<file path="src/design/sukt_pkg.sv">
// ----------------------------------------------------------------------------
// sukt_pkg
// Shared types, codes and constants of the sorted unique key table.
// ----------------------------------------------------------------------------
`default_nettype none

package sukt_pkg;

   localparam int DEPTH_DEFAULT = 64;
   localparam int KEY_W         = 16;
   localparam int YEAR_W        = 12;
   localparam int ENTRY_W       = KEY_W + YEAR_W;
   localparam int COUNT_W       = 7;

   localparam logic [1:0] OP_INSERT = 2'd0;
   localparam logic [1:0] OP_REMOVE = 2'd1;
   localparam logic [1:0] OP_REPORT = 2'd2;
   localparam logic [1:0] OP_UNUSED = 2'd3;

   localparam logic [1:0] ST_OK        = 2'd0;
   localparam logic [1:0] ST_DUPLICATE = 2'd1;
   localparam logic [1:0] ST_NOT_FOUND = 2'd2;
   localparam logic [1:0] ST_FULL      = 2'd3;

   typedef struct packed {
      logic [1:0]        operation;
      logic [KEY_W-1:0]  member_key;
      logic [YEAR_W-1:0] join_year;
   } req_type;

   typedef struct packed {
      logic [1:0]         status;
      logic               entry_valid;
      logic [KEY_W-1:0]   entry_key;
      logic [YEAR_W-1:0]  entry_year;
      logic               last_of_run;
      logic [COUNT_W-1:0] record_count;
   } rsp_type;

   typedef enum logic [2:0] {
      S_IDLE,
      S_SCAN,
      S_INS_SHIFT,
      S_REM_SHIFT,
      S_REPLY,
      S_REPORT
   } state_type;

   typedef struct packed {
      logic       capture;
      logic       idx_clear;
      logic       idx_step;
      logic       ins_write;
      logic       rem_write;
      logic       count_up;
      logic       count_down;
      logic       rsp_load;
      logic [1:0] rsp_status;
      logic       rsp_entry;
      logic       rsp_last;
   } cmd_type;

   typedef struct packed {
      logic [1:0] op;
      logic       in_range;
      logic       key_lt;
      logic       key_eq;
      logic       full;
      logic       empty;
      logic       last_entry;
      logic       rsp_free;
   } stat_type;

endpackage

`default_nettype wire

</file>
<file path="src/design/sukt_ctrl.sv">
// ----------------------------------------------------------------------------
// sukt_ctrl
// Sequencer: search, shift up on insert, shift down on remove, report walk.
// ----------------------------------------------------------------------------
`default_nettype none

module sukt_ctrl (
   input  wire logic               clock,
   input  wire logic               reset,
   input  wire logic               req_valid,
   input  wire logic [1:0]         req_op,
   output logic                    req_ready,
   input  wire sukt_pkg::stat_type stat,
   output sukt_pkg::cmd_type       cmd
);

   sukt_pkg::state_type state_ff, state_in;
   logic [1:0]          status_ff, status_in;

   always_ff @(posedge clock) begin
      if (reset) begin
         state_ff  <= sukt_pkg::S_IDLE;
         status_ff <= sukt_pkg::ST_OK;
      end else begin
         state_ff  <= state_in;
         status_ff <= status_in;
      end
   end

   always_comb begin
      state_in  = state_ff;
      status_in = status_ff;
      cmd       = '0;
      req_ready = 1'b0;
      unique case (state_ff)
         sukt_pkg::S_IDLE: begin
            req_ready = 1'b1;
            if (req_valid) begin
               cmd.capture   = 1'b1;
               cmd.idx_clear = 1'b1;
               if (req_op == sukt_pkg::OP_INSERT || req_op == sukt_pkg::OP_REMOVE) begin
                  state_in = sukt_pkg::S_SCAN;
               end else if (req_op == sukt_pkg::OP_REPORT) begin
                  state_in = sukt_pkg::S_REPORT;
               end
            end
         end
         sukt_pkg::S_SCAN: begin
            if (stat.in_range && stat.key_lt) begin
               cmd.idx_step = 1'b1;
            end else if (stat.op == sukt_pkg::OP_INSERT) begin
               if (stat.in_range && stat.key_eq) begin
                  status_in = sukt_pkg::ST_DUPLICATE;
                  state_in  = sukt_pkg::S_REPLY;
               end else if (stat.full) begin
                  status_in = sukt_pkg::ST_FULL;
                  state_in  = sukt_pkg::S_REPLY;
               end else begin
                  state_in = sukt_pkg::S_INS_SHIFT;
               end
            end else begin
               if (stat.in_range && stat.key_eq) begin
                  cmd.idx_step = 1'b1;
                  state_in     = sukt_pkg::S_REM_SHIFT;
               end else begin
                  status_in = sukt_pkg::ST_NOT_FOUND;
                  state_in  = sukt_pkg::S_REPLY;
               end
            end
         end
         sukt_pkg::S_INS_SHIFT: begin
            cmd.ins_write = 1'b1;
            if (stat.in_range) begin
               cmd.idx_step = 1'b1;
            end else begin
               cmd.count_up = 1'b1;
               status_in    = sukt_pkg::ST_OK;
               state_in     = sukt_pkg::S_REPLY;
            end
         end
         sukt_pkg::S_REM_SHIFT: begin
            if (stat.in_range) begin
               cmd.rem_write = 1'b1;
               cmd.idx_step  = 1'b1;
            end else begin
               cmd.count_down = 1'b1;
               status_in      = sukt_pkg::ST_OK;
               state_in       = sukt_pkg::S_REPLY;
            end
         end
         sukt_pkg::S_REPLY: begin
            if (stat.rsp_free) begin
               cmd.rsp_load   = 1'b1;
               cmd.rsp_status = status_ff;
               cmd.rsp_last   = 1'b1;
               state_in       = sukt_pkg::S_IDLE;
            end
         end
         sukt_pkg::S_REPORT: begin
            if (stat.rsp_free) begin
               cmd.rsp_load   = 1'b1;
               cmd.rsp_status = sukt_pkg::ST_OK;
               if (stat.empty) begin
                  cmd.rsp_last = 1'b1;
                  state_in     = sukt_pkg::S_IDLE;
               end else begin
                  cmd.rsp_entry = 1'b1;
                  cmd.rsp_last  = stat.last_entry;
                  cmd.idx_step  = 1'b1;
                  if (stat.last_entry) begin
                     state_in = sukt_pkg::S_IDLE;
                  end
               end
            end
         end
         default: begin
            state_in = sukt_pkg::S_IDLE;
         end
      endcase
   end

endmodule

`default_nettype wire

</file>
<file path="src/design/sukt_dp.sv">
// ----------------------------------------------------------------------------
// sukt_dp
// Record memory, walk index, record count, carry register and result register.
// ----------------------------------------------------------------------------
`default_nettype none

module sukt_dp #(
   parameter int DEPTH = sukt_pkg::DEPTH_DEFAULT
) (
   input  wire logic               clock,
   input  wire logic               reset,
   input  wire sukt_pkg::req_type  req_data,
   input  wire sukt_pkg::cmd_type  cmd,
   output sukt_pkg::stat_type      stat,
   output logic                    rsp_valid,
   input  wire logic               rsp_ready,
   output sukt_pkg::rsp_type       rsp_data
);

   localparam int AW = (DEPTH > 1) ? $clog2(DEPTH) : 1;
   localparam int CW = $clog2(DEPTH + 1);

   logic [sukt_pkg::ENTRY_W-1:0] mem [DEPTH];

   logic [1:0]                    op_ff;
   logic [sukt_pkg::KEY_W-1:0]    key_ff;
   logic [sukt_pkg::ENTRY_W-1:0]  carry_ff, carry_in;
   logic [sukt_pkg::ENTRY_W-1:0]  rd_ff;
   logic [CW-1:0]                 idx_ff, idx_in;
   logic [CW-1:0]                 count_ff, count_in;
   logic                          rsp_valid_ff, rsp_valid_in;
   sukt_pkg::rsp_type             rsp_data_ff;

   logic                          wr_en;
   logic [AW-1:0]                 wr_addr;
   logic [sukt_pkg::ENTRY_W-1:0]  wr_data;
   logic [sukt_pkg::KEY_W-1:0]    rd_key;
   logic [sukt_pkg::YEAR_W-1:0]   rd_year;

   assign rd_key  = rd_ff[sukt_pkg::ENTRY_W-1:sukt_pkg::YEAR_W];
   assign rd_year = rd_ff[sukt_pkg::YEAR_W-1:0];

   always_comb begin
      priority if (cmd.idx_clear) begin
         idx_in = '0;
      end else if (cmd.idx_step) begin
         idx_in = idx_ff + CW'(1);
      end else begin
         idx_in = idx_ff;
      end
   end

   always_comb begin
      priority if (cmd.count_up) begin
         count_in = count_ff + CW'(1);
      end else if (cmd.count_down) begin
         count_in = count_ff - CW'(1);
      end else begin
         count_in = count_ff;
      end
   end

   always_comb begin
      priority if (cmd.capture) begin
         carry_in = {req_data.member_key, req_data.join_year};
      end else if (cmd.ins_write) begin
         carry_in = rd_ff;
      end else begin
         carry_in = carry_ff;
      end
   end

   always_comb begin
      wr_en   = cmd.ins_write || cmd.rem_write;
      wr_addr = cmd.ins_write ? idx_ff[AW-1:0] : AW'(idx_ff - CW'(1));
      wr_data = cmd.ins_write ? carry_ff : rd_ff;
   end

   // read port follows the next index, so rd_ff holds the entry at idx_ff
   always_ff @(posedge clock) begin
      if (wr_en) begin
         mem[wr_addr] <= wr_data;
      end
      rd_ff <= mem[idx_in[AW-1:0]];
   end

   always_ff @(posedge clock) begin
      if (reset) begin
         idx_ff   <= '0;
         count_ff <= '0;
      end else begin
         idx_ff   <= idx_in;
         count_ff <= count_in;
      end
      carry_ff <= carry_in;
      if (cmd.capture) begin
         op_ff  <= req_data.operation;
         key_ff <= req_data.member_key;
      end
   end

   assign rsp_valid_in = cmd.rsp_load || (rsp_valid_ff && !rsp_ready);

   always_ff @(posedge clock) begin
      if (reset) begin
         rsp_valid_ff <= 1'b0;
      end else begin
         rsp_valid_ff <= rsp_valid_in;
      end
      if (cmd.rsp_load) begin
         rsp_data_ff.status       <= cmd.rsp_status;
         rsp_data_ff.entry_valid  <= cmd.rsp_entry;
         rsp_data_ff.entry_key    <= cmd.rsp_entry ? rd_key : '0;
         rsp_data_ff.entry_year   <= cmd.rsp_entry ? rd_year : '0;
         rsp_data_ff.last_of_run  <= cmd.rsp_last;
         rsp_data_ff.record_count <= sukt_pkg::COUNT_W'(count_ff);
      end
   end

   always_comb begin
      stat.op         = op_ff;
      stat.in_range   = idx_ff < count_ff;
      stat.key_lt     = rd_key < key_ff;
      stat.key_eq     = rd_key == key_ff;
      stat.full       = count_ff == CW'(DEPTH);
      stat.empty      = count_ff == '0;
      stat.last_entry = (idx_ff + CW'(1)) == count_ff;
      stat.rsp_free   = !rsp_valid_ff || rsp_ready;
   end

   assign rsp_valid = rsp_valid_ff;
   assign rsp_data  = rsp_data_ff;

endmodule

`default_nettype wire

</file>
<file path="src/design/sorted_unique_key_table.sv">
// ----------------------------------------------------------------------------
// sorted_unique_key_table
// Ordered table of unique 16-bit keys with a 12-bit year per record.
//
//   channel   dir   handshake              payload
//   req_      in    req_valid/req_ready    sukt_pkg::req_type
//   rsp_      out   rsp_valid/rsp_ready    sukt_pkg::rsp_type
//
// One request at a time; req_ready is high only while the sequencer is idle.
// Insert: capture, search for the slot, shift the records from it up, reply;
// remove: capture, search, shift down, reply; report: one beat per record.
// Walk speed is one entry per cycle, set by the single memory read port.
// Reset is synchronous and empties the table; no clearing pass.
// A stalled rsp_ holds the walk; the result register frees a slot per beat.
// ----------------------------------------------------------------------------
`default_nettype none

module sorted_unique_key_table #(
   parameter int DEPTH = sukt_pkg::DEPTH_DEFAULT
) (
   input  wire logic              clock,
   input  wire logic              reset,
   input  wire logic              req_valid,
   output logic                   req_ready,
   input  wire sukt_pkg::req_type req_data,
   output logic                   rsp_valid,
   input  wire logic              rsp_ready,
   output sukt_pkg::rsp_type      rsp_data
);

   sukt_pkg::cmd_type  cmd;
   sukt_pkg::stat_type stat;

   sukt_ctrl u_ctrl (
      .clock     (clock),
      .reset     (reset),
      .req_valid (req_valid),
      .req_op    (req_data.operation),
      .req_ready (req_ready),
      .stat      (stat),
      .cmd       (cmd)
   );

   sukt_dp #(
      .DEPTH (DEPTH)
   ) u_dp (
      .clock     (clock),
      .reset     (reset),
      .req_data  (req_data),
      .cmd       (cmd),
      .stat      (stat),
      .rsp_valid (rsp_valid),
      .rsp_ready (rsp_ready),
      .rsp_data  (rsp_data)
   );

endmodule

`default_nettype wire

</file>
<file path="config.mk">
export PLATFORM = sky130hd
export DESIGN_NAME = sorted_unique_key_table
export DESIGN_NICKNAME = d
export VERILOG_FILES = /design/src/design/sukt_pkg.sv /design/src/design/sukt_ctrl.sv /design/src/design/sukt_dp.sv /design/src/design/sorted_unique_key_table.sv
export SDC_FILE = /design/constraint.sdc
export NUM_CORES = 2
export LEC_CHECK = 0
export BUFFER_PORTS_ARGS = -buffer_cell sky130_fd_sc_hd__buf_2
export CAP_MARGIN = 20
export CORE_MARGIN = 5
export CORE_UTILIZATION = 60
export DETAILED_ROUTE_END_ITERATION = 10
export PLACE_DENSITY = 0.76
export SYNTH_ARGS = -nofsm -noshare
export SYNTH_HDL_FRONTEND = slang
export SYNTH_SLANG_ARGS = --single-unit
</file>
<file path="constraint.sdc">
create_clock -name clock -period 5.18 [get_ports clock]
set_clock_uncertainty 0.15 [all_clocks]
set_input_delay 0.518 -clock clock [delete_from_list [all_inputs] [get_ports clock]]
set_output_delay 0.518 -clock clock [all_outputs]
set_load 0.05 [all_outputs]
</file>
==> run_results.csv <==
group,metric,value,unit
outcome,outcome,"complete, no violations",
clock_network,cts_buffer_depth,3,
grt,grt_max_degree,75,
sta,hold_viol_final,0,
power,switching_share,29.2,%
synth,ys_warn_count,0,
sta,drv_slew,0,
setup_path,cp-end-kind,"flop",
floorplan,num_rows,129,
grt,grt-busiest-layer,"met2",
run,maxCapViolations,0,
layout,nNetsFinal,5194,
clock_network,clkSlewWorstSetupHoldPaths,0.06,ns
floorplan,dieArea,0.132,mm^2
sta,period_share,99.7,%
clock_network,cts_made_buffers,184,
layout,area_delta_synth_final,14.4,%
power,pwr-share-seq,48.4,%
placed_design,hpwl,129000,um
synth,avgSynthCellArea,15.6,um^2
grt,antenna_found_initial,10,
clock_network,cts_root_buffer,"clkbuf_16",
sta,period_needed,5.17,ns
grt,grtUsageMet1,45.2,%
synth,syn-num-nets,4875,
sta,setup_tns,0,ns
detailed_routing,drt-total-wl,219000,um
detailed_routing,ant_nets,0,
sta,hold_ws,0.151,ns
setup_path,crit_arrival,5.63,ns
detailed_routing,drtIter0Drc,7837,
layout,drive_above_1_share,16.7,%
synth,netlist_area,0.0750,mm^2
power,p_comb_share,18.8,%
grt,grt_util_met3,11.3,%
power,switching_power,11500,uW
grt,global_route.usage.met2,48.1,%
detailed_routing,drtPass1Iterations,6,
min_path,holdCritPathClass,"input port to flop",
floorplan,fp.dieW,364,um
sta,max_clock_freq,194,MHz
grt,first_global_vias,45800,
synth,synthFlopType,"edfxtp_1",
layout,fillCellCount,7566,
power,leakagePower,0.0285,uW
sta,rsz0062_at_grt,"false",
synth,yosysSeqAreaShare,76.4,%
power,internal_power,27900,uW
clock_network,insertion_delay,0.83,ns
placed_design,place_congestion,0.924,
grt,grt_pass1_wl,314000,um
synth,synth_common_cells,"edfxtp_1, nand2_1, nor2_1, a21oi_1, clkbuf_1",
synth,synth_edf_count,1877,
synth,synth.top_cell.area_share,75.2,%
synth,synth.distinct_cells,81,
power,power_frac_clock,32.8,%
placed_design,pre_cts_ws,0.233,ns
synth,synth_area_leader_cell,"edfxtp_1",
setup_path,start_kind,"flop",
detailed_routing,drc,0,
floorplan,initial_core_util,60.5,%
synth,syn_inst,4810,
power,power_density,459,mW/mm^2
placed_design,port_buffers,74,
synth,synth-seq-cells,1925,
sta,relSlewSlack,19.0,%
floorplan,io_pins,75,
setup_path,critPathRequiredTime,5.64,ns
power,ir_worst_vdd,303,uV
sta,postLayoutSetupSlackWorst,0.0144,ns
clock_network,cts_tree,"yes",
synth,yosysMostFrequentCell,"edfxtp_1",
sta,worst_pin_slew,1.21,ns
grt,grt-ovfl-total,0,
setup_path,crit_type,"flop to flop",
min_path,whs_path_depth,4,
setup_path,worst-path-max-fanout,47,
detailed_routing,viasPerCell,6.90,
synth,synth_area_leaders,"edfxtp_1, nand2_1, mux2i_1, a21oi_1, a221oi_1",
floorplan,die-height,364,um
detailed_routing,wl_per_cell,31.7,um
sta,setup_violations,0,
clock_network,cts_htree_levels,4,
setup_path,rr_worst_depth,13,
grt,grtUsageTotal,32.9,%
detailed_routing,vias,47700,
clock_network,clock_sinks,1925,
synth,synthArstFlopShare,0,%
floorplan,core,0.124,mm^2
## critical path, cell delays in order (launching register included)
cell	delay, ns
dfxtp_1	0.36
ha_1	0.32
nand4_1	0.23
or2_1	0.34
o311ai_4	0.58
mux2i_2	0.24
o21ai_4	0.32
buf_4	0.18
buf_12	0.32
buf_12	0.25
o21ai_0	0.19
and3b_1	0.26
nor4_1	0.89
nand4_1	0.29
## routing by layer
| layer | share of wire, % | routed length (um) | vias to the layer above |
|---|---|---|---|
| li1 | - | - | 19700 |
| met1 | 35 | 76500 | 23500 |
| met2 | 44 | 95800 | 4005 |
| met3 | 16 | 35800 | 523 |
| met4 | 5.0 | 11100 | 8 |
| met5 | 0.026 | 58 | - |
## cell families (layout without fill, tap and decap cells)
logic type               count (synthesis)  after routing  share of synthesized area, %
multiplexers                           206            206                          2.85
adder cells (fa/ha/maj)                 31             31                         0.527
other                                    0              1                             0
AND/OR/NAND/NOR                       1117           1117                          6.80
AO/OA/AOI/OAI                         1133           1133                          11.0
XOR/XNOR                                21             21                         0.245
buffers and inverters                  377            850                          2.13
flip-flops                            1925           1925                          76.4
## registers in the layout (all words and copies together) (netlist names)
signal and cells:
u_dp.rd_ff 28, u_dp.count_ff 7, u_dp.op_ff 2, u_dp.rsp_data 39, u_dp.mem 1792, u_ctrl.status_ff 2, u_dp.key_ff 16, u_dp.rsp_valid 1
u_dp.idx_ff 7, u_dp.carry_ff 28, u_ctrl.state_ff 3
## path summary, 6_finish.rpt
kind / slack [ns] / startpoint / end
worst max-delay path: 0.01 / u_dp.rd_ff[22]$_DFF_P_ / u_dp.rd_ff[18]$_DFF_P_
worst min-delay path: 0.15 / req_valid / u_dp.idx_ff[1]$_SDFF_PP0_
worst max register to register: 0.01 / u_dp.rd_ff[22]$_DFF_P_ / u_dp.rd_ff[18]$_DFF_P_
worst min register to register: 0.30 / u_ctrl.status_ff[0]$_SDFFE_PP0P_ / u_ctrl.status_ff[0]$_SDFFE_PP0P_
## per-stage QoR
stage,util [%],cell area [um^2],instances,power (uW)
floorplan,-,75000,4810,23100
global placement,64.1,79500,6536,26200
detailed placement,64.2,79600,6541,26400
CTS,69.1,85700,6913,39100
global route,69.2,85800,6920,40400
finish,69.2,85800,6921,39400
## layout make-up
cell class,instances,area (um^2),share of cell area (%)
diodes,1,2.50,0.00292
clock buffers,234,4920,5.73
clock inverters,106,826,0.962
inverters,58,218,0.254
multi-input cells,2508,16500,19.2
flip-flops and latches,1925,57300,66.8
well taps,1637,2050,2.39
repair buffers,452,3950,4.61
## cells in the final DEF, fill, tap and decap left out, types with 29 or more instances in the layout
master	instances
a211o_1	57
a211oi_1	86
a21o_1	60
a21oi_1	207
a221o_1	57
a221oi_1	112
a22oi_1	30
a311oi_1	37
a31oi_1	30
a32oi_1	29
and2_1	29
and3_1	30
and3b_1	30
buf_12	53
buf_2	74
buf_4	293
clkbuf_1	42
clkbuf_16	188
clkinv_1	49
clkinv_2	30
dfxtp_1	48
dlygate4sd3_1	32
edfxtp_1	1877
ha_1	30
inv_1	55
mux2_2	57
mux2i_1	145
nand2_1	496
nand2_2	29
nand3_1	40
nand4_1	37
nor2_1	176
nor2_2	65
nor3_1	37
nor4_1	106
o21ai_0	132
o22ai_1	83
o31a_1	30
## repair_timing
| item | in CTS | in global routing |
|---|---|---|
| resized for setup | 0 | 4 |
| endpoints found under the hold margin | 57 | 0 |
| setup endpoints to repair | 0 | 4 |
| hold buffers | 32 | 0 |
| setup buffers | 0 | 3 |
## power groups by stage
stage	sequential, uW	combinational, uW	clock [uW]
after global placement	19400	6760	0
after CTS	19100	7060	12900
after floorplan	19600	3520	0
final	19100	7410	12900
after global routing	19100	7610	13700
after detailed placement	19400	7010	0
Power figures use the tool's default switching activity.
